$ cat src/rtl/ppt_pkg.sv
// Package: shared constants, codes and types for the promotable priority table.
`timescale 1ns / 1ps
package ppt_pkg;

    localparam int CAPACITY = 1024;
    localparam int ID_W     = $clog2(CAPACITY);
    localparam int CNT_W    = $clog2(CAPACITY + 1);
    localparam int VALUE_W  = 32;
    localparam int PRIO_W   = 31;
    localparam int FUNC_W   = 3;
    localparam int STATUS_W = 2;

    localparam logic [CNT_W-1:0]  CAP_CNT  = CNT_W'(CAPACITY);
    localparam logic [PRIO_W-1:0] PRIO_MAX = '1;

    typedef enum logic [FUNC_W-1:0] {
        F_ADD      = 3'd0,
        F_PROMOTE  = 3'd1,
        F_GET_MAX  = 3'd2,
        F_POP_MAX  = 3'd3,
        F_IS_VALID = 3'd4,
        F_GET      = 3'd5
    } t_func;

    typedef enum logic [STATUS_W-1:0] {
        ST_OK    = 2'd0,
        ST_FULL  = 2'd1,
        ST_BAD   = 2'd2,
        ST_EMPTY = 2'd3
    } t_status;

    typedef enum logic [2:0] {
        S_IDLE,
        S_EXEC,
        S_SCAN,
        S_FINISH,
        S_RESULT
    } t_state;

    // one table entry as held in the entry memory
    typedef struct packed {
        logic               live;
        logic [PRIO_W-1:0]  prio;
        logic [VALUE_W-1:0] value;
    } t_entry;

    typedef struct packed {
        logic            we;
        logic [ID_W-1:0] waddr;
        t_entry          wdata;
        logic [ID_W-1:0] raddr;
    } t_mem_req;

    typedef struct packed {
        logic            clear;
        logic            step;
        logic [ID_W-1:0] idx;
    } t_scan_ctl;

    typedef struct packed {
        logic               found;
        logic [ID_W-1:0]    id;
        logic [PRIO_W-1:0]  prio;
        logic [VALUE_W-1:0] value;
    } t_best;

    typedef struct packed {
        logic               valid;
        t_status            status;
        logic [ID_W-1:0]    id;
        logic [VALUE_W-1:0] value;
        logic [PRIO_W-1:0]  prio;
        logic               live;
    } t_result;

endpackage

$ cat src/rtl/ppt_unit.sv
// Shared compare unit: tracks the best live entry seen during a scan.
`timescale 1ns / 1ps
module ppt_unit (
    input  logic               i_clk,
    input  logic               i_rst_n,
    input  ppt_pkg::t_scan_ctl i_ctl,
    input  ppt_pkg::t_entry    i_data,
    output ppt_pkg::t_best     o_best
);
    import ppt_pkg::*;

    logic               r_found;
    logic [ID_W-1:0]    r_best_id;
    logic [PRIO_W-1:0]  r_best_prio;
    logic [VALUE_W-1:0] r_best_value;
    logic               take;

    // >= so that a later (larger) id wins a tie
    assign take = i_ctl.step && i_data.live && (!r_found || i_data.prio >= r_best_prio);

    always_ff @(posedge i_clk) begin
        if (!i_rst_n) begin
            r_found <= 1'b0;
        end else if (i_ctl.clear) begin
            r_found <= 1'b0;
        end else if (take) begin
            r_found <= 1'b1;
        end
    end

    always_ff @(posedge i_clk) begin
        if (take) begin
            r_best_id    <= i_ctl.idx;
            r_best_prio  <= i_data.prio;
            r_best_value <= i_data.value;
        end
    end

    assign o_best = '{found: r_found, id: r_best_id, prio: r_best_prio, value: r_best_value};

endmodule

$ cat config.mk
export PLATFORM = sky130hd
export DESIGN_NAME = ppt_unit
export DESIGN_NICKNAME = d
export VERILOG_FILES = /design/src/rtl/ppt_pkg.sv /design/src/rtl/ppt_unit.sv
export SDC_FILE = /design/constraint.sdc
export NUM_CORES = 1
export LEC_CHECK = 0
export BUFFER_PORTS_ARGS = -buffer_cell sky130_fd_sc_hd__buf_2
export CAP_MARGIN = 20
export CORE_MARGIN = 4
export CORE_UTILIZATION = 41
export CTS_CLUSTER_SIZE = 10
export DETAILED_ROUTE_END_ITERATION = 10
export PLACE_DENSITY = 0.74
export SLEW_MARGIN = 20
export SYNTH_ARGS = -nofsm -noshare
export SYNTH_HDL_FRONTEND = slang
export SYNTH_SLANG_ARGS = --single-unit
export TNS_END_PERCENT = 10
$ cat constraint.sdc
create_clock -name i_clk -period 3.5 [get_ports i_clk]
set_input_delay 0.525 -clock i_clk [delete_from_list [all_inputs] [get_ports i_clk]]
set_output_delay 0.525 -clock i_clk [all_outputs]
set_load 0.03 [all_outputs]
==> impl_metrics.py, run 1 <==
metrics = {
    "die": {
        "start_util_pct": 42.0,
        "ioPinCount": 152,
        "fp.dieW_um": 93.9,
        "rows": 31,
        "die_y_um": 93.9,
        "core-area_um2": 7210,
        "dieArea_um2": 8820,
    },
    "critical_path": {
        "reg2reg_slack_ns": 0.99,
        "critPathMaxFanout": 73,
        "rr_endpoint": "r_best_value[24]",
        "worstSetupPathType": "flip-flop to flip-flop",
        "cp-start-kind": "flip-flop",
        "required_ns": 3.49,
        "cp-end-kind": "flip-flop",
        "timing.rr.start": "r_best_prio[18]",
        "worstPathArrival_ns": 2.50,
        "reg2reg_depth": 8,
    },
    "synthesis": {
        "ys_types": 24,
        "synth_nets": 296,
        "synthesis.area_um2": 3030,
        "ys_ff_latch": 74,
        "seq_area_frac_synth_pct": 73.1,
        "yosys_warnings": 0,
        "syn_area_per_cell_um2": 16.2,
        "syn_inst": 187,
    },
    "pwr": {
        "p_per_area_nw_per_um2": 467,
        "ir_drop_uv": 163,
        "p_int_uw": 1440,
        "pwr-share-clk_pct": 32.1,
        "total_power_uw": 1920,
        "power.share.switching_pct": 25.0,
        "p_sw_uw": 480,
        "comb_power_share_pct": 13.7,
        "p_seq_share_pct": 54.1,
        "p_leak_uw": 0.00192,
    },
    "global_route": {
        "grt_pass1_wl_mm": 10.1,
        "overflow": 0,
        "grt_pass1_vias": 2138,
        "antenna_found_initial": 0,
        "track_usage_pct": 15.3,
        "grt_max_degree": 74,
    },
    "clock_tree": {
        "path_clk_slew_ns": 0.08,
        "cts-root-buf": "clkbuf_8",
        "cts_tree": "yes",
        "htree_levels": 3,
        "hold_buffers": 0,
        "ctsResizeCount": 0,
        "cts_buffers": 9,
        "clk_latency_ns": 0.33,
        "cts_num_sinks": 74,
        "post_cts_buffers": 0,
        "max-clock-path-buffers": 2,
    },
    "cells_and_area": {
        "design_area_um2": 4100,
        "fillers": 627,
        "syn_to_final_growth_pct": 35.5,
        "nets": 458,
        "drive_above_1_share_pct": 48.2,
        "num_antenna_cells": 0,
    },
    "timing": {
        "period_share_pct": 71.6,
        "tightest_slew_ns": 0.482,
        "relSlewSlack_pct": 67.5,
        "hold_viol": 0,
        "skew_ns": 0.0141,
        "rsz0062_at_grt": "no",
        "fin_crit_ns": 2.51,
        "setup_viol": 0,
        "fin_setup_tns_ns": 0,
        "slew_violations": 0,
        "fmax_mhz": 399,
    },
    "run": {
        "drv_cap": 0,
    },
    "detailed_routing": {
        "wl_met2_mm": 3.20,
        "m1WireLength_mm": 2.87,
        "wl_mm": 6.77,
        "antenna_left": 0,
        "num_vias": 2083,
        "dr.first_iter.drc_count": 45,
        "drt-pass1-iter-count": 5,
        "drc": 0,
        "drt-vias-per-instance": 4.61,
        "top_layer": "met4",
        "wl_per_cell_um": 15.0,
        "routed-wl-met3_um": 634,
    },
    "run_status": {
        "outcome": "finished, final reports clean",
    },
    "place": {
        "hpwl_mm": 5.40,
        "routabilityCongestion": 0.729,
        "place_area_um2": 3920,
        "port_buffers": 151,
    },
    "worst_hold_path": {
        "whs_endpoint": "r_found",
        "min_from": "i_ctl[11]",
        "min_path_type": "primary input to flip-flop",
        "min_delay_path_depth": 2,
    },
}
-- metal layers --
layer  vias to the layer above  global-route usage, %
met2                       101                   26.1
met4                         0                   4.33
li1                       1020                      -
met5                         -                      0
met3                         6                   5.85
met1                       956                   18.0
-- cell families (layout without fill, tap and decap cells) --
group	after synthesis	count (layout)	synth area share, %
and+or+nand+nor	23	23	4.55
DFF	74	74	73.1
buffers and inverters	34	200	4.34
adders and majority gates	31	31	12.8
AOI/OAI and AO/OA	25	25	5.25
-- power by group through the flow --
stage	Clock (µW)	Combinational [µW]	Sequential [µW]
4_1_cts	634	267	1040
6_report	616	263	1040
2_1_floorplan	0	73.8	1140
3_5_place_dp	0	266	1060
5_1_grt	675	290	1040
3_3_place_gp	0	261	1060
-- worst max-delay path by stage --
| stage | from | end | slack, ns | cells past startpoint |
|---|---|---|---|---|
| after floorplan | r_best_prio[21] | r_best_id[0] | 0.60 | 7 |
| after global placement | i_data[53] | r_best_id[0] | 0.74 | 8 |
| after detailed placement | i_data[53] | r_best_value[7] | 0.68 | 8 |
| after CTS | r_best_prio[18] | r_best_value[23] | 0.91 | 8 |
| after global routing | r_best_prio[18] | r_best_value[12] | 0.80 | 8 |
| final | r_best_prio[18] | r_best_value[24] | 0.99 | 8 |
-- cell type report --
class	instances	area, µm²	share of cell area [%]
flip-flops and latches	74	2210	53.9
repair buffers	152	776	18.9
multi-input cells	79	686	16.7
clock buffers	9	124	3.02
inverters	33	124	3.02
well taps	99	124	3.02
clock inverters	6	58.8	1.43
-- flip-flops by register name (all words and copies together), names as in the netlist --
name          cells
r_best_value     32
r_best_prio      31
r_best_id        10
r_found           1
-- Yosys cell counts --
master	number	area, µm²
o311ai_0	1	8.76
ha_1	31	388
o31ai_1	1	7.51
nand3_1	3	15.0
nor3b_1	1	7.51
nor2_1	1	3.75
o22ai_1	1	6.26
inv_1	33	124
nand4_2	1	12.5
a211oi_1	1	7.51
nand4_1	6	37.5
or2_2	1	6.26
nor4_2	1	12.5
nand2_1	5	18.8
dfxtp_1	1	20.0
a21oi_1	10	50.1
nor3_1	2	10.0
o21ai_0	3	15.0
a21o_1	5	37.5
edfxtp_1	73	2190
nand2b_1	1	6.26
nand3b_1	1	7.51
a221oi_1	3	26.3
buf_4	1	7.51
-- layout by cell type (no fill, tap or decap), types with 2 or more instances in the layout --
cell | Yosys | final
buf_2 | 0 | 151
edfxtp_1 | 73 | 73
inv_1 | 33 | 33
ha_1 | 31 | 31
a21oi_1 | 10 | 10
clkbuf_8 | 0 | 9
nand4_1 | 6 | 6
nand2_1 | 5 | 5
a21o_1 | 5 | 4
o21ai_0 | 3 | 3
nand3_1 | 3 | 3
a221oi_1 | 3 | 3
nor3_1 | 2 | 2
clkinv_2 | 0 | 2
clkinvlp_4 | 0 | 2
-- metrics by stage --
step | hold WS, ns | instances | setup slack [ns] | utilization (%)
floorplan | 0.500 | 187 | 0.601 | -
finish | 0.350 | 452 | 0.993 | 56.9
global placement | 0.516 | 437 | 0.737 | 54.4
detailed placement | 0.523 | 437 | 0.680 | 54.4
CTS | 0.331 | 452 | 0.910 | 56.9
global route | 0.336 | 452 | 0.798 | 56.9
-- critical path: stages, from the launching register on --
cell	delay, ns
edfxtp_1	0.36
inv_1	0.05
ha_1	0.30
nand4_1	0.16
nor4_2	0.39
o31ai_1	0.15
o311ai_0	0.16
a21o_2	0.23
buf_12	0.33
No activity file was read; power rests on OpenSTA's default activity.
==> run 2, diff against run 1 <==
clock period = 2.3 ns   (was 3.5 ns; I/O delays follow)
==> impl_metrics.py, run 2 (same netlist as run 1, synthesis figures left out) <==
metrics = {
    "detailed_routing": {
        "drc": 0,
        "dr.first_iter.drc_count": 64,
        "wl_per_cell_um": 15.3,
        "drt-vias-per-instance": 4.57,
        "drt-pass1-iter-count": 4,
        "num_vias": 2088,
        "wl_mm": 6.99,
        "antenna_left": 0,
    },
    "clock_tree": {
        "hold_buffers": 0,
        "htree_levels": 3,
        "cts-root-buf": "clkbuf_8",
        "ctsResizeCount": 0,
        "cts_buffers": 9,
        "cts_tree": "yes",
        "path_clk_slew_ns": 0.08,
        "post_cts_buffers": 0,
        "max-clock-path-buffers": 2,
        "clk_latency_ns": 0.34,
        "cts_num_sinks": 74,
    },
    "place": {
        "routabilityCongestion": 0.709,
        "port_buffers": 151,
        "hpwl_mm": 5.58,
        "placed_cells": 440,
        "post-place-ws_ns": 0.0117,
    },
    "worst_hold_path": {
        "min_path_type": "primary input to flip-flop",
    },
    "die": {
        "core-area_um2": 7210,
        "start_util_pct": 42.0,
        "fp.dieW_um": 93.9,
        "rows": 31,
        "die_y_um": 93.9,
        "dieArea_um2": 8820,
        "ioPinCount": 152,
    },
    "timing": {
        "relSlewSlack_pct": 78.8,
        "fin_crit_ns": 2.18,
        "skew_ns": 0.00786,
        "hold_viol": 0,
        "fmax_mhz": 458,
        "tightest_slew_ns": 0.313,
        "slew_violations": 0,
        "setup_viol": 0,
        "period_share_pct": 95.0,
        "rsz0062_at_grt": "no",
        "layout_setup_ws_ns": 0.116,
    },
    "cells_and_area": {
        "syn_to_final_growth_pct": 41.3,
        "reg_top3": "r_best_value: 32 flops, r_best_prio: 31 flops, r_best_id: 10 flops",
        "final_cell_mix": "151 x buf_2, 73 x edfxtp_1, 31 x inv_1",
        "finalNonFillerCells": 457,
        "final_common_cell": "buf_2",
        "largest_reg_flops": 32,
        "nets": 462,
        "drive_above_1_share_pct": 50.3,
        "num_antenna_cells": 0,
        "regMostFlops": "r_best_value",
    },
    "run": {
        "drv_cap": 0,
    },
    "pwr": {
        "p_per_area_nw_per_um2": 728,
        "p_sw_uw": 780,
        "total_power_uw": 3120,
        "comb_power_share_pct": 14.0,
        "pwr-share-clk_pct": 35.4,
        "ir_drop_uv": 370,
        "p_int_uw": 2340,
        "p_leak_uw": 0.00198,
        "p_seq_share_pct": 50.6,
        "power.share.switching_pct": 25.0,
    },
    "critical_path": {
        "cp-start-kind": "flip-flop",
        "critPathMaxFanout": 14,
        "cp-end-kind": "flip-flop",
        "worstPathArrival_ns": 2.24,
        "required_ns": 2.36,
        "worstSetupPathType": "flip-flop to flip-flop",
    },
    "global_route": {
        "overflow": 0,
        "antenna_found_initial": 0,
        "grt_max_degree": 29,
        "grt_pass1_vias": 2124,
        "grt_pass1_wl_mm": 10.4,
        "track_usage_pct": 15.8,
    },
    "run_status": {
        "outcome": "finished, final reports clean",
    },
}
[run 2: changes by cell type in the layout (fill, tap and decap cells not counted), moves of 2 or more]
cell and change:
ha_4 +2, inv_1 -2, inv_2 +2, buf_12 +3, ha_1 -2
[run 2: metrics by stage]
step                hold slack [ns]  utilization [%]  cell area [µm²]  TNS [ns]
floorplan                     0.421                -             3060    -11.55
global placement              0.506             55.6             4010         0
detailed placement            0.511             55.6             4010         0
CTS                           0.130             58.6             4230         0
global route                  0.143             59.3             4280         0
finish                        0.154             59.3             4280         0
[run 2: layout make-up]
type,instances,area (µm²)
fillers,589,2940
multi-input cells,79,741
clock buffers,10,128
flip-flops and latches,74,2210
well taps,99,124
clock inverters,6,90.1
repair buffers,156,861
inverters,33,124
[run 2: layer usage]
metal / vias up / GRT usage [%] / wire length, µm
li1: 1034 / - / -
met1: 938 / 19.1 / 2740
met2: 110 / 26.4 / 3390
met3: 6 / 5.85 / 800
met4: 0 / 4.69 / 49
met5: - / 0 / 0
[run 2: path summary, 6_finish.rpt]
check,startpoint,to,slack [ns],cells after the start
setup / recovery,r_best_prio[21],r_best_value[16],0.12,8
hold / removal,i_ctl[11],r_found,0.15,2
setup reg to reg,r_best_prio[21],r_best_value[16],0.12,8
hold reg to reg,r_found,r_found,0.53,2
[run 2: power groups by stage]
stage	logic, µW	registers (µW)	clock network, µW
floorplan	117	1730	0
global placement	418	1610	0
CTS	429	1580	1140
detailed placement	427	1610	0
finish	436	1580	1100
global route	478	1580	1200
[run 2: critical path, stage by stage (launching register included)]
cell and delay, ns:
edfxtp_1 0.35, inv_1 0.05, ha_1 0.36, nand4_4 0.14
nor4_4 0.29, o31ai_1 0.13, o311ai_1 0.11, a21o_4 0.27
clkbuf_16 0.20
