$ cat src/rtl/ppt_pkg.sv
// Package: shared constants, codes and types for the promotable priority table.
`timescale 1ns / 1ps
package ppt_pkg;

    localparam int CAPACITY = 1024;
    localparam int ID_W     = $clog2(CAPACITY);
    localparam int CNT_W    = $clog2(CAPACITY + 1);
    localparam int VALUE_W  = 32;
    localparam int PRIO_W   = 31;
    localparam int FUNC_W   = 3;
    localparam int STATUS_W = 2;

    localparam logic [CNT_W-1:0]  CAP_CNT  = CNT_W'(CAPACITY);
    localparam logic [PRIO_W-1:0] PRIO_MAX = '1;

    typedef enum logic [FUNC_W-1:0] {
        F_ADD      = 3'd0,
        F_PROMOTE  = 3'd1,
        F_GET_MAX  = 3'd2,
        F_POP_MAX  = 3'd3,
        F_IS_VALID = 3'd4,
        F_GET      = 3'd5
    } t_func;

    typedef enum logic [STATUS_W-1:0] {
        ST_OK    = 2'd0,
        ST_FULL  = 2'd1,
        ST_BAD   = 2'd2,
        ST_EMPTY = 2'd3
    } t_status;

    typedef enum logic [2:0] {
        S_IDLE,
        S_EXEC,
        S_SCAN,
        S_FINISH,
        S_RESULT
    } t_state;

    // one table entry as held in the entry memory
    typedef struct packed {
        logic               live;
        logic [PRIO_W-1:0]  prio;
        logic [VALUE_W-1:0] value;
    } t_entry;

    typedef struct packed {
        logic            we;
        logic [ID_W-1:0] waddr;
        t_entry          wdata;
        logic [ID_W-1:0] raddr;
    } t_mem_req;

    typedef struct packed {
        logic            clear;
        logic            step;
        logic [ID_W-1:0] idx;
    } t_scan_ctl;

    typedef struct packed {
        logic               found;
        logic [ID_W-1:0]    id;
        logic [PRIO_W-1:0]  prio;
        logic [VALUE_W-1:0] value;
    } t_best;

    typedef struct packed {
        logic               valid;
        t_status            status;
        logic [ID_W-1:0]    id;
        logic [VALUE_W-1:0] value;
        logic [PRIO_W-1:0]  prio;
        logic               live;
    } t_result;

endpackage

$ cat src/rtl/ppt_if.sv
// Interfaces: request and result channels with valid/ready handshake.
`timescale 1ns / 1ps
interface ppt_in_if;
    logic                          valid;
    logic                          ready;
    logic [ppt_pkg::FUNC_W-1:0]    func;
    logic [ppt_pkg::VALUE_W-1:0]   object_value;
    logic [ppt_pkg::ID_W-1:0]      item_id;

    modport source (output valid, func, object_value, item_id, input ready);
    modport sink   (input valid, func, object_value, item_id, output ready);
endinterface


$ cat src/rtl/ppt_seq.sv
// Sequencer: decodes a request, drives memory and compare unit, builds the result.
`timescale 1ns / 1ps
module ppt_seq (
    input  logic               i_clk,
    input  logic               i_rst_n,
    ppt_in_if.sink             i_in,
    input  ppt_pkg::t_entry    i_rdata,
    input  ppt_pkg::t_best     i_best,
    input  logic               i_res_ready,
    output ppt_pkg::t_mem_req  o_mem,
    output ppt_pkg::t_scan_ctl o_scan,
    output ppt_pkg::t_result   o_res
);
    import ppt_pkg::*;

    t_state             r_state, n_state;
    logic [FUNC_W-1:0]  r_func;
    logic [VALUE_W-1:0] r_value;
    logic [ID_W-1:0]    r_id;
    logic [CNT_W-1:0]   r_next_id, n_next_id;
    logic [CNT_W-1:0]   r_live_count, n_live_count;
    logic [CNT_W-1:0]   r_cnt, n_cnt;
    t_result            r_res, n_res;
    logic               id_hit;
    logic               accept;
    logic               scan_op;
    logic [CNT_W-1:0]   scan_idx;

    assign accept   = i_in.valid && i_in.ready;
    assign id_hit   = ({1'b0, r_id} < r_next_id) && i_rdata.live;
    assign scan_op  = (r_func == F_GET_MAX) || (r_func == F_POP_MAX);
    assign scan_idx = r_cnt - CNT_W'(1);

    // next state
    always_comb begin
        n_state = r_state;
        case (r_state)
            S_IDLE:   if (i_in.valid) n_state = S_EXEC;
            S_EXEC:   n_state = (scan_op && r_live_count != '0) ? S_SCAN : S_RESULT;
            S_SCAN:   if (r_cnt == r_next_id) n_state = S_FINISH;
            S_FINISH: n_state = S_RESULT;
            S_RESULT: if (i_res_ready) n_state = S_IDLE;
            default:  n_state = S_IDLE;
        endcase
    end

    // outputs and datapath next values
    always_comb begin
        logic [PRIO_W-1:0] new_prio;
        new_prio     = (i_rdata.prio == PRIO_MAX) ? PRIO_MAX : i_rdata.prio + PRIO_W'(1);
        o_mem        = '0;
        o_mem.raddr  = r_id;
        o_scan       = '0;
        n_res        = r_res;
        n_next_id    = r_next_id;
        n_live_count = r_live_count;
        n_cnt        = r_cnt;
        case (r_state)
            S_IDLE: begin
                o_mem.raddr = i_in.item_id;
            end
            S_EXEC: begin
                n_res = '0;
                case (r_func)
                    F_ADD: begin
                        if (r_next_id == CAP_CNT) begin
                            n_res.status = ST_FULL;
                        end else begin
                            o_mem.we     = 1'b1;
                            o_mem.waddr  = r_next_id[ID_W-1:0];
                            o_mem.wdata  = '{live: 1'b1, prio: '0, value: r_value};
                            n_res.id     = r_next_id[ID_W-1:0];
                            n_next_id    = r_next_id + CNT_W'(1);
                            n_live_count = r_live_count + CNT_W'(1);
                        end
                    end
                    F_PROMOTE: begin
                        if (!id_hit) begin
                            n_res.status = ST_BAD;
                        end else begin
                            o_mem.we    = 1'b1;
                            o_mem.waddr = r_id;
                            o_mem.wdata = '{live: 1'b1, prio: new_prio, value: i_rdata.value};
                            n_res.id    = r_id;
                            n_res.prio  = new_prio;
                        end
                    end
                    F_GET_MAX, F_POP_MAX: begin
                        if (r_live_count == '0) begin
                            n_res.status = ST_EMPTY;
                        end else begin
                            o_scan.clear = 1'b1;
                            o_mem.raddr  = '0;
                            n_cnt        = CNT_W'(1);
                        end
                    end
                    F_IS_VALID: begin
                        n_res.live = id_hit;
                    end
                    F_GET: begin
                        if (!id_hit) begin
                            n_res.status = ST_BAD;
                        end else begin
                            n_res.value = i_rdata.value;
                            n_res.live  = 1'b1;
                        end
                    end
                    default: begin
                        n_res.status = ST_BAD;
                    end
                endcase
            end
            S_SCAN: begin
                // read data belongs to the address issued in the cycle before
                o_scan.step = 1'b1;
                o_scan.idx  = scan_idx[ID_W-1:0];
                if (r_cnt != r_next_id) begin
                    o_mem.raddr = r_cnt[ID_W-1:0];
                    n_cnt       = r_cnt + CNT_W'(1);
                end
            end
            S_FINISH: begin
                if (!i_best.found) begin
                    n_res.status = ST_EMPTY;
                end else begin
                    n_res.id    = i_best.id;
                    n_res.value = i_best.value;
                    n_res.prio  = i_best.prio;
                    if (r_func == F_POP_MAX) begin
                        o_mem.we     = 1'b1;
                        o_mem.waddr  = i_best.id;
                        o_mem.wdata  = '{live: 1'b0, prio: i_best.prio, value: i_best.value};
                        n_live_count = r_live_count - CNT_W'(1);
                    end
                end
            end
            default: begin
            end
        endcase
    end

    always_ff @(posedge i_clk) begin
        if (!i_rst_n) begin
            r_state      <= S_IDLE;
            r_next_id    <= '0;
            r_live_count <= '0;
            r_cnt        <= '0;
        end else begin
            r_state      <= n_state;
            r_next_id    <= n_next_id;
            r_live_count <= n_live_count;
            r_cnt        <= n_cnt;
        end
    end

    always_ff @(posedge i_clk) begin
        if (accept) begin
            r_func  <= i_in.func;
            r_value <= i_in.object_value;
            r_id    <= i_in.item_id;
        end
        r_res <= n_res;
    end

    assign i_in.ready = (r_state == S_IDLE);

    always_comb begin
        o_res       = r_res;
        o_res.valid = (r_state == S_RESULT);
    end

endmodule

$ cat src/flat_wrapper.sv
// flat-port wrapper written by rule: the top's interface ports become plain ports
module ppt_seq_flat import ppt_pkg::*;
  (i_clk, i_rst_n, i_rdata, i_best, i_res_ready, o_mem, o_scan, o_res, i_in_valid, i_in_func, i_in_object_value, i_in_item_id, i_in_ready);
  ppt_in_if i_in_i ();
  input  logic i_clk;
  input  logic i_rst_n;
  input  ppt_pkg::t_entry i_rdata;
  input  ppt_pkg::t_best i_best;
  input  logic i_res_ready;
  output ppt_pkg::t_mem_req o_mem;
  output ppt_pkg::t_scan_ctl o_scan;
  output ppt_pkg::t_result o_res;
  input wire logic [$bits(i_in_i.valid)-1:0] i_in_valid;
  input wire logic [$bits(i_in_i.func)-1:0] i_in_func;
  input wire logic [$bits(i_in_i.object_value)-1:0] i_in_object_value;
  input wire logic [$bits(i_in_i.item_id)-1:0] i_in_item_id;
  output wire logic [$bits(i_in_i.ready)-1:0] i_in_ready;
  assign i_in_i.valid = i_in_valid;
  assign i_in_i.func = i_in_func;
  assign i_in_i.object_value = i_in_object_value;
  assign i_in_i.item_id = i_in_item_id;
  assign i_in_ready = i_in_i.ready;
  ppt_seq u_core (.i_clk(i_clk), .i_rst_n(i_rst_n), .i_in(i_in_i), .i_rdata(i_rdata), .i_best(i_best), .i_res_ready(i_res_ready), .o_mem(o_mem), .o_scan(o_scan), .o_res(o_res));
endmodule
$ cat config.mk
export PLATFORM = sky130hd
export DESIGN_NAME = ppt_seq_flat
export DESIGN_NICKNAME = d
export VERILOG_FILES = /design/src/rtl/ppt_pkg.sv /design/src/rtl/ppt_if.sv /design/src/rtl/ppt_seq.sv /design/src/flat_wrapper.sv
export SDC_FILE = /design/constraint.sdc
export NUM_CORES = 1
export LEC_CHECK = 0
export BUFFER_PORTS_ARGS = -buffer_cell sky130_fd_sc_hd__buf_2
export CAP_MARGIN = 10
export CORE_MARGIN = 2
export CORE_UTILIZATION = 35
export DETAILED_ROUTE_END_ITERATION = 7
export HOLD_SLACK_MARGIN = 0.05
export PLACE_DENSITY = 0.59
export SYNTH_ARGS = -nofsm -noshare
export SYNTH_HDL_FRONTEND = slang
export SYNTH_SLANG_ARGS = --single-unit
$ cat constraint.sdc
create_clock -name i_clk -period 7.21 [get_ports i_clk]
set_input_delay 1.442 -clock i_clk [delete_from_list [all_inputs] [get_ports i_clk]]
set_output_delay 1.442 -clock i_clk [all_outputs]
set_load 0.005 [all_outputs]
==> results.txt, run 1 <==
The run finished with clean final reports. The critical path goes through buf_2, nand4_1, nor2_1, nand4_1, nor2_2, nor2_1, o21ai_0, buf_2. The worst-margin pin slew came out at 1.133 ns. The path class of the tightest hold or removal check is reg -> reg. The achievable clock frequency is 200.2 MHz.

The flip-flop and latch count after synthesis came out at 157. The number of optimization iterations in the first detailed-route pass came out at 6. The classification of the worst setup path is in -> out. The count of final hold-check violations came out at 0. The area added between synthesis and finish came out at 26.93%. In the final layout, the multi-input gates occupy 4768 µm².

On the final layout, the worst hold slack is 0.4815 ns. Once placement completed, the tool counted placed cells totaling 1,601. The clock sink count is 157.

The required time of the critical path came out at 5.77 ns. The number of buffer and inverter instances along the worst setup path came out at 2. The number of hold-repair buffers added at the cts stage came out at 0. The number of enable-type register cells in the synthesized netlist is 121. The routed via count came out at 9,098. STA classifies the critical path startpoint as a primary input. The CTS root buffer is clkbuf_16. The summed negative setup slack over all endpoints came out at 0 ns. In this run, distinct cell masters in the synthesized netlist total 75. The vertical die dimension is 169.7 µm.

The wire length reported by the detailed router is 33.91 mm. The clock period minus final worst setup slack is 4.996 ns. The clock slew at the register clock pins of the worst setup and hold paths came out at 0.07 ns. The final critical-path share of the clock period came out at 0.6929.

The mean area per synthesized cell is 9.981 µm². The hold path depth came out at 2. The worst ir drop on vdd is 0.1169 mV. In the layout the commonest cells are buf_2 (361), edfxtp_1 (121), nand2_1 (84).

The final layout contains 1,490 nets. The startpoint identified for the worst register-to-register timing path is u_core.r_state[1]$_SDFFE_PN0P_. The number of antenna violations at the first check in global routing came out at 9. The post-route non-filler standard cell count is 1,641. The clock tree synthesis step divided the H-tree into 4 levels. Buffers placed on the I/O ports in this run total 361. The total die area is 28,800 µm². The tool flagged a number of max-cap violations equal to 0. The register-to-register setup slack came out at 3.43 ns. The number of nets in the synthesized netlist is 1,174.

TritonCTS built the clock tree. Measured along the x axis, the die boundary spans 169.7 µm. The average wire per cell in the routed design is 20.67 µm. The worst reg2reg path endpoint is u_core.r_live_count[10]$_SDFFE_PN0P_. The number of global-route vias before repair came out at 8,545.

The number of pins exceeding their max-slew limit in the final report is 0. The async set or reset register ratio after synthesis came out at 0. During synthesis, Yosys emitted a total of 0 warnings. Entering global routing, the biggest net connects 82 pins.

For this run, the leading register cell type out of synthesis is edfxtp_1. The area of the mapped netlist came out at 9612 µm². The leakage dissipation came out at 5.267 nW. The power after layout is 2.353 mW. The total of fill cells in the finished design is 2,591. The final standard cell utilization of the core came out at 0.4527. The quantity of gates resized following cts came out at 0. The maximum clock path buffer count came out at 2. The worst setup path is captured at an output pin.

The residual antenna-violating net count after detailed routing is 0. After detailed routing, the number of remaining DRC violations is 0. The number of clock buffers inserted by TritonCTS came out at 17. The sequential cell area is 4354 µm². The post-detailed-route via-to-cell ratio is 5.544.

The path with the worst hold slack has its endpoint at u_core.r_live_count[2]$_SDFFE_PN0P_. Across the routed clock network, the largest skew measured is 0.01337 ns. For the worst flop-to-flop path, the logic depth is 9. The cell class contributing the biggest share of worst-path delay is simple AND/OR/NAND/NOR gates.

The final count of negative-setup-slack endpoints came out at 0. After clock tree synthesis, the setup repair step added 0 buffers. The initial standard-cell utilization of the core came out at 0.3566.

The initialized floorplan defines 60 standard-cell rows. The share of the Yosys chip area taken by registers is 0.4530. The maximum fanout encountered on the critical timing path came out at 18. The largest individual stage delay along the critical path comes from the cell nor2_2.

Data arrives at the worst endpoint at 3.55 ns. The first-pass GRT wire length is 50.34 mm. The HPWL after detailed placement is 24.52 mm. The global router's overall resource usage is 0.2274. The cell area power density is 192.9 nW/µm².

The clock reaches the later pin of the worst-skew pair after 0.43 ns. Setup repair after global routing left no endpoint under its margin. The relative slew slack is 0.2432. The remaining global-route overflow is 0. The weighted congestion reported at the end of routability-driven placement is 0.8848. The ratio of cells with drive above 1 in the final layout is 0.3700. The core region area is 26,950 µm². The largest single stage delay on the critical path is 0.75 ns. The violation count after the first detailed-routing iteration came out at 719. The startpoint identified for the worst hold timing path is u_core.r_live_count[2]$_SDFFE_PN0P_.

The library cell used most frequently in the layout, excluding fill and tap cells, is buf_2. The I/O pin count is 362. In the synthesized netlist, the number of instances is 963.
-- through the flow --
step / setup WS (ns) / cell area (µm²)
2_1_floorplan: 1.652 / 9612
3_3_place_gp: 2.328 / 11560
3_5_place_dp: 2.232 / 11560
4_1_cts: 2.217 / 12180
5_1_grt: 1.965 / 12200
6_report: 2.214 / 12200
-- cells by family after synthesis --
family                   synth area share
AND/OR/NAND/NOR                    0.1860
flip-flops                         0.4530
adder cells (fa/ha/maj)           0.03202
XOR/XNOR                          0.05103
buffers and inverters             0.05324
multiplexers                     0.009373
AO/OA/AOI/OAI                      0.2153
-- synthesized netlist by cell type (4+ instances only) --
cell / n / area share
and4_1: 4 / 0.0036
a32oi_1: 4 / 0.0036
inv_1: 35 / 0.014
a221o_1: 34 / 0.035
a22oi_1: 16 / 0.012
and3_1: 37 / 0.024
a21o_1: 9 / 0.0070
buf_2: 16 / 0.0083
nor4_1: 9 / 0.0059
a22o_1: 45 / 0.041
xor2_1: 12 / 0.011
or3_1: 8 / 0.0052
nand2b_1: 8 / 0.0052
edfxtp_1: 121 / 0.38
dfxtp_1: 36 / 0.075
mux2i_1: 9 / 0.0094
clkbuf_1: 48 / 0.019
o21ai_0: 36 / 0.019
a211oi_1: 5 / 0.0039
and2_1: 10 / 0.0065
nand4_1: 21 / 0.014
a21oi_1: 27 / 0.014
nor2_1: 79 / 0.031
nor3_1: 16 / 0.0083
nand3_1: 48 / 0.025
nand2_1: 84 / 0.033
xnor2_1: 44 / 0.040
ha_1: 23 / 0.030
buf_6: 6 / 0.0070
o21ai_2: 48 / 0.044
-- registers in the layout, summed over array words and instances, names as in the netlist --
name	cells
u_core.r_id	10
u_core.r_state	3
u_core.r_value	32
u_core.o_res	76
u_core.r_next_id	11
u_core.r_func	3
u_core.r_live_count	11
u_core.r_cnt	11
-- layer usage --
metal  routed length (µm)  global-route usage
met2                16140              0.3702
met4                  912             0.08547
met3                 2591             0.04151
met1                14240              0.3017
met5                   27                   0
-- layout make-up --
class                   instances  share of cell area
well taps                     341             0.03497
clock buffers                  17             0.03487
inverters                      37             0.01200
clock inverters                15             0.01579
multi-input cells             697              0.3908
repair buffers                369              0.1530
diodes                          8            0.001641
flip-flops and latches        157              0.3569
-- worst min-delay path, delay by kind of cell, from the launching register on --
kind / cells / cell delay [ns]
DFF: 1 / 0.33
and+or+nand+nor: 1 / 0.06
AOI/OAI and AO/OA: 1 / 0.05
-- power breakdown --
group	leakage (nW)	switching [mW]	internal, mW
registers	1.45	0.0314	1.06
clock network	0.304	0.434	0.504
logic	3.52	0.197	0.126
total	5.27	0.662	1.69
-- worst max path at each step --
stage	start	to	slack, ns	depth (start not counted)
final	i_rdata[44]	o_mem[63]	2.21	8
after global routing	i_rdata[44]	o_mem[60]	1.97	8
after CTS	i_rdata[44]	o_mem[63]	2.22	8
after detailed placement	i_rdata[44]	o_mem[63]	2.23	8
after global placement	i_rdata[32]	o_mem[53]	2.33	9
after floorplan	i_best[73]	u_core.o_res[10]$_DFFE_PP_	1.65	2
No activity file was read; power rests on OpenSTA's default activity.
==> inputs of run 2 (changes only) <==
--- a/config.mk
+++ b/config.mk
@@ -11,7 +11,7 @@
 export CORE_UTILIZATION = 35
 export DETAILED_ROUTE_END_ITERATION = 7
 export HOLD_SLACK_MARGIN = 0.05
-export PLACE_DENSITY = 0.59
+export PLACE_DENSITY = 0.62
 export SYNTH_ARGS = -nofsm -noshare
 export SYNTH_HDL_FRONTEND = slang
 export SYNTH_SLANG_ARGS = --single-unit
==> constraint.sdc (replaced) <==
create_clock -name i_clk -period 4.2 [get_ports i_clk]
set_input_delay 0.84 -clock i_clk [delete_from_list [all_inputs] [get_ports i_clk]]
set_output_delay 0.84 -clock i_clk [all_outputs]
set_load 0.005 [all_outputs]
==> run 2 against run 1 <==
Non-clock buffer count rose by 6. Largest power group unchanged. Register-to-register slack got worse by 2.5 ns. Clock skew rose by 0.0019 ns. Core utilization rose by 0.12 points. Combinational power rose by 72%. Global-route usage fell by 0.33 points. Critical path type is now reg -> out. Worst hold slack got worse by 0.0065 ns.
==> results.txt, run 2 (synthesis gave the netlist of run 1 again) <==
The residual antenna-violating net count after detailed routing is 0. The final count of negative-setup-slack endpoints came out at 0. Of the available clock period, the critical path in the final layout requires 0.9525. The critical path is of the reg -> out type. In the routed layout, each cell is associated on average with a via count of 5.586.

The library cell used most frequently in the layout, excluding fill and tap cells, is buf_2. The clock period could shrink to 4.001 ns. Before antenna repair, the detailed router went through 5 iterations. The number of hold-repair buffers added at the cts stage is 0. The clock latency reported for the late side of the worst-skew pair is 0.43 ns. The number of clock buffers inserted by TritonCTS is 17.

The flip-flop count of the largest register, all copies and words added is 76. The violation count after the first detailed-routing iteration is 752. The first global-routing pass estimated 49.74 mm of wire.

On the final layout, the worst hold slack is 0.4750 ns. The weighted congestion reported at the end of routability-driven placement came out at 0.8616. Based on the critical path, the design can be clocked at up to 250.0 MHz. The tool flagged a number of max-cap violations equal to 0.

The worst hold path begins at u_core.r_live_count[2]$_SDFFE_PN0P_. After the last flow step, the layout net total stands at 1,496. The worst hold path terminates at u_core.r_live_count[2]$_SDFFE_PN0P_. The row count came out at 60. Of the cells placed in the final design, the portion with a size suffix greater than 1 is 0.3760.

The leakage dissipation is 5.297 nW. The floorplan step set the die width to 169.7 µm. The number of pins exceeding their max-slew limit in the final report is 0.

The flow ran to the end, and the final reports show no timing, DRC or antenna violations. Clock tree synthesis selected as its root buffer the cell clkbuf_16. The vertical die dimension is 169.7 µm. Entering global routing, the biggest net connects 66 pins. Setup repair after global routing left no endpoint under its margin. After detailed placement, the total cell area comes to 11,620 µm². The setup skew after layout came out at 0.01530 ns. The sequential cells in the finished layout cover a total of 4360 µm². At the worst endpoint, the required time is 3.36 ns. In this run the power spent charging and discharging nets is 1.135 mW. The average wire per cell in the routed design came out at 20.63 µm. The final instance area came out at 12,230 µm². The die covers 28,800 µm². The relative slew slack is 0.2894. The count of H-tree levels built during CTS is 4.

Signal routing reaches up to met5. After detailed routing, the met2 layer carries 16.53 mm of wire. The cell depth of the worst flop-to-flop path came out at 10.

The internal power component is 2.843 mW. In this run the critical register-to-register path is captured at u_core.r_live_count[8]$_SDFFE_PN0P_. The initial standard-cell utilization of the core is 0.3566.

After global routing the overflow that remains totals 0. The clock sink count is 157. The core region area came out at 26,950 µm². For this block, wires on met1 add up to 14.24 mm. The share of total power dissipated in combinational logic is 0.140. The number of global-route vias before repair is 8,432. The kind of capture point of the worst setup path is an output pin. The HPWL after detailed placement is 25.11 mm. The kind of launch point of the worst setup path is a flip-flop. The library cells used most frequently in the layout, excluding fill and tap cells, are buf_2 (361), edfxtp_1 (121), nand2_1 (84). The I/O pin count is 362.

The switching portion of total power is 0.2853. Of the total power, registers draw 0.471. The maximum fanout encountered on the critical timing path is 38.

After detailed routing, the met3 layer carries 2.333 mm of wire. The total of fill cells in the finished design came out at 2,608. Clock-pin slew was measured on the worst setup and hold paths at 0.07 ns. The worst-margin pin slew came out at 1.063 ns. The worst ir drop on vdd is 0.1927 mV. The critical path data arrival time came out at 3.16 ns.

The number of antenna violations at the first check in global routing came to 3. The number of I/O port buffers came out at 361. The share of total power in the clock network is 0.389. The routed via count came out at 9,166. The count of final hold-check violations came out at 0.

In this run the power density over the cells is 325.2 nW/µm². The hold path depth is 2. The wire length reported by the detailed router is 33.86 mm. The startpoint identified for the worst register-to-register timing path is u_core.r_state[1]$_SDFFE_PN0P_. The clock tree from TritonCTS is yes. In the global route stage, overall resource usage came out at 0.2241. The min-delay analysis places its worst path in the category reg -> reg.

Summing all multi-input logic gate instances after layout gives 4768 µm². The register-to-register setup slack is 0.95 ns. The maximum clock path buffer count came out at 2. The area added between synthesis and finish is 27.26%. After detailed routing, the number of remaining DRC violations is 0. The summed negative setup slack over all endpoints is 0 ns.
==> run 2: cell types whose count changed in the layout (fill, tap and decap cells not counted), sizes merged <==
cell / before / now
buf: 369 / 375
bufinv: 1 / 0
clkinv: 6 / 9
diode: 8 / 2
inv: 45 / 43
==> run 2: critical path: stages, from the launching register on <==
cell and delay (ns):
dfxtp_1 0.48, inv_1 0.12, ha_1 0.29, nand2_1 0.06, o211ai_1 0.22, a21oi_2 0.07
o311ai_4 0.46, or3_4 0.62, o21ai_0 0.21, buf_2 0.16
==> run 2: metal layers <==
layer,vias up,track usage
met5,-,0
met3,48,0.04384
met1,4412,0.2949
li1,4276,-
met2,426,0.3737
met4,4,0.06689
==> run 2: how the worst max path moves through the flow <==
stage,startpoint,to,slack (ns),cells after the start
floorplan,i_best[73],u_core.o_res[10]$_DFFE_PP_,0.88,2
global placement,i_rdata[44],o_mem[57],0.50,8
detailed placement,i_rdata[43],o_mem[57],0.39,8
CTS,u_core.r_next_id[4]$_SDFFE_PN0P_,o_mem[44],0.04,9
global route,u_core.r_next_id[8]$_SDFFE_PN0P_,o_mem[53],0.01,9
finish,u_core.r_next_id[5]$_SDFFE_PN0P_,o_mem[53],0.20,9
==> run 2: repair_timing <==
action                     CTS  global route
resized for setup            0             7
setup buffers                0             0
setup endpoints to repair    0            22
==> run 2: power by group through the flow <==
| stage | logic, mW | clock network (mW) | registers, mW |
|---|---|---|---|
| final | 0.556 | 1.55 | 1.87 |
| after global routing | 0.604 | 1.66 | 1.88 |
| after CTS | 0.557 | 1.60 | 1.87 |
| after detailed placement | 0.555 | 0 | 1.91 |
| after global placement | 0.552 | 0 | 1.90 |
| after floorplan | 0.236 | 0 | 1.91 |
==> run 2: cell type report <==
type | count | share of cell area
Clock buffer | 17 | 0.03478
Timing Repair Buffer | 375 | 0.1576
Multi-Input combinational cell | 697 | 0.3898
Clock inverter | 15 | 0.01401
Sequential cell | 157 | 0.3565
Tap cell | 341 | 0.03488
Antenna cell | 2 | 0.0004092
Inverter | 37 | 0.01197
==> run 2: through the flow <==
stage / power, mW / utilization / worst slack [ns] / std cells
6_report: 3.978 / 0.4539 / 0.1994 / 1641
5_1_grt: 4.146 / 0.4538 / 0.01004 / 1640
4_1_cts: 4.027 / 0.4533 / 0.03856 / 1639
3_5_place_dp: 2.463 / 0.4312 / 0.3858 / 1607
3_3_place_gp: 2.456 / 0.4312 / 0.4989 / 1607
2_1_floorplan: 2.141 / - / 0.8838 / 963
==> inputs of run 3 (changes only) <==
--- a/config.mk
+++ b/config.mk
@@ -7,7 +7,7 @@
 export LEC_CHECK = 0
 export BUFFER_PORTS_ARGS = -buffer_cell sky130_fd_sc_hd__buf_2
 export CAP_MARGIN = 10
-export CORE_MARGIN = 2
+export CORE_MARGIN = 4
 export CORE_UTILIZATION = 35
 export DETAILED_ROUTE_END_ITERATION = 7
 export HOLD_SLACK_MARGIN = 0.05
==> run 3 against run 2 <==
Non-clock buffer count up 1. Highest routed layer unchanged. Clock power up 8%. Cell count about the same. Largest power group unchanged. Clock-buffer cell count unchanged. Core utilization up 0.088 points. Power up 3.1%.
==> results.txt, run 3 (synthesis gave the netlist of run 1 again) <==
The cell class contributing the biggest share of worst-path delay is compound AO/OA/AOI/OAI gates. The maximum fanout encountered on the critical timing path is 38. The number of stages on the worst setup path came out at 9.

The power after layout came out at 4.103 mW. In this run the vertical extent of the chip is 173.7 µm. In the layout the commonest cells are buf_2 (361), edfxtp_1 (121), nand2_1 (84). The number of antenna violations at the first check in global routing came out at 5. The number of pins exceeding their max-slew limit in the final report is 0. The worst setup path is launched from a flip-flop. The H-tree was split into 4 levels. The tree is rooted in a clkbuf_16. The average wire per cell in the routed design is 21.33 µm. The final instance area came out at 12,260 µm².

The signal on the critical path passes through inv_1, ha_1, nand2_1, o211ai_1, a21oi_2, o311ai_4, or3_4, o21ai_0, buf_2. The fraction of power consumed by sequential logic came out at 0.458. The core region area is 26,950 µm². The total of fill cells in the finished design is 2,580. On the final layout, the worst hold slack is 0.4884 ns.

The number of optimization iterations in the first detailed-route pass came out at 5. The row count came out at 60. The clock slew at the register clock pins of the worst setup and hold paths is 0.07 ns.

Of the total power, the share spent switching nets is 0.2690. The initial utilization of the core area, before any placement, comes to 0.3566. The slowest stage of the critical path is the or3_4 cell. The worst-margin pin slew is 1.133 ns. Internal power comes to 2.999 mW.

The number of buffer and inverter instances along the worst setup path came out at 2. 0 antenna diodes ended up in the layout. The final critical-path share of the clock period came out at 0.9557. The weighted congestion reported at the end of routability-driven placement came out at 0.8865. Setup violations remaining at the end of the flow were counted as 0.

For flop-to-flop paths, the worst setup slack is 0.98 ns. The routed via count is 9,242. The final net count came out at 1,497. STA classifies the critical path endpoint as an output pin. The flip-flop count of the largest register, all copies and words added came out at 76.

The number of hold-repair buffers added at the cts stage is 0. The worst ir drop on vdd came out at 0.2528 mV. The clock sink count came out at 157. Of the cells placed in the final design, the portion with a size suffix greater than 1 is 0.3757.

The I/O pin count is 362. For the final routed database, the setup TNS stands at 0 ns. The achievable clock frequency is 249.1 MHz. The number of global-route vias before repair is 8,854. The share of total power dissipated in combinational logic is 0.137.

The die covers 30,180 µm². The remaining global-route overflow came out at 0. The count of final hold-check violations came out at 0. For this block, the initial DRC count from the detailed router was 848. In this run the static leakage power is 5.306 nW. The top layer reached by signal wires is met5. The number of clock buffers inserted by TritonCTS is 17. The wire length reported by the detailed router is 34.99 mm.

The first-pass GRT wire length came out at 52.75 mm. Summed over all nets, wire length on met2 after detailed routing comes to 16.67 mm. The HPWL after detailed placement came out at 25.88 mm. The delay of the slowest cell on the worst path is 0.61 ns. In this run the tightest slew margin relative to its limit is 0.2429. The residual antenna-violating net count after detailed routing is 0. The maximum clock path buffer count came out at 2. The maximum number of pins on one net before global-route repair came out at 100. The total cell area at the placement stage came out at 11,630 µm². For the final database, setup skew stands at 0.01577 ns. TritonCTS built the clock tree. The number of cells on the worst reg-to-reg path is 10.

For this run, design rule violations remaining after detail routing come to 0. The number of I/O port buffers came out at 361. For this run, the total global-route usage over all layers was measured as 0.2207.

The critical path data arrival time is 3.17 ns. Detailed routing placed a total of 3.046 mm of wire on met3. The max capacitance violation total came out at 0. The required time of the critical path is 3.36 ns.

The clock period minus final worst setup slack came out at 4.014 ns. The cell area power density came out at 334.8 nW/µm². The clock latency reported for the late side of the worst-skew pair is 0.43 ns. The classification of the worst setup path is reg -> out. The library cell used most frequently in the layout, excluding fill and tap cells, is buf_2. After detailed routing, the wire length on met1 is 14.26 mm. The die is 173.7 µm wide.

Setup repair after global routing left no endpoint under its margin. The switching power came out at 1.104 mW. The share of total power in the clock network came out at 0.406. The class of the tightest hold or removal check is reg -> reg.

The post-detailed-route via-to-cell ratio came out at 5.635. The area added between synthesis and finish is 27.51%. The hold path depth is 2. The run finished with clean final reports.
-- run 3: cell count changes in the layout (fill, tap and decap cells not counted), moves of 3 or more --
| cell | change |
|---|---|
| clkinv_4 | -3 |
| inv_8 | -4 |
| bufinv_16 | +3 |
| clkinv_8 | -3 |
| inv_6 | +5 |
-- run 3: power groups by stage --
stage          clock network [mW]  logic (mW)  registers (mW)
6_report                     1.67       0.560            1.88
5_1_grt                      1.77       0.608            1.89
4_1_cts                      1.70       0.562            1.88
3_5_place_dp                    0       0.560            1.91
3_3_place_gp                    0       0.555            1.91
2_1_floorplan                   0       0.236            1.91
-- run 3: through the flow --
step | util | setup slack (ns) | std cells
after CTS | 0.4546 | 0.08625 | 1640
after global routing | 0.4547 | 0.01295 | 1640
final | 0.4547 | 0.1862 | 1640
after floorplan | - | 0.8838 | 963
after detailed placement | 0.4314 | 0.4754 | 1608
after global placement | 0.4314 | 0.4772 | 1608
-- run 3: final cells by class --
| class | count | area [µm²] | share of cell area |
|---|---|---|---|
| sequential | 157 | 4359 | 0.3557 |
| inverter | 37 | 146.4 | 0.01194 |
| clock buffer | 17 | 425.4 | 0.03471 |
| timing repair buffer | 376 | 1932 | 0.1576 |
| clock inverter | 15 | 197.7 | 0.01613 |
| multi-input combinational | 697 | 4768 | 0.3891 |
| tap | 341 | 426.7 | 0.03481 |
-- run 3: worst paths after layout --
check | from | to
worst max-delay path | u_core.r_next_id[5]$_SDFFE_PN0P_ | o_mem[44]
worst min-delay path | u_core.r_live_count[2]$_SDFFE_PN0P_ | u_core.r_live_count[2]$_SDFFE_PN0P_
worst max register to register | u_core.r_state[1]$_SDFFE_PN0P_ | u_core.r_live_count[10]$_SDFFE_PN0P_
worst min register to register | u_core.r_live_count[2]$_SDFFE_PN0P_ | u_core.r_live_count[2]$_SDFFE_PN0P_
-- run 3: metal layers --
metal	global-route usage	vias to the layer above
met5	0	-
met4	0.07258	8
met3	0.05213	62
met2	0.3661	482
met1	0.2852	4415
li1	-	4275
-- run 3: worst reg2reg max path, stage by stage (launching register included) --
cell	delay (ns)
dfxtp_1	0.53
nand3b_1	0.40
inv_4	0.22
buf_4	0.47
ha_1	0.40
o21ai_0	0.09
a21oi_1	0.10
o41ai_1	0.42
o21ai_0	0.23
o21ai_0	0.13
nand4b_1	0.11
-- run 3: repair_timing --
item / 4_1_cts / 5_1_grt
hold endpoints to repair: 0 / 0
resized for setup: 0 / 5
endpoints found under the setup margin: 0 / 21
setup buffers: 0 / 0
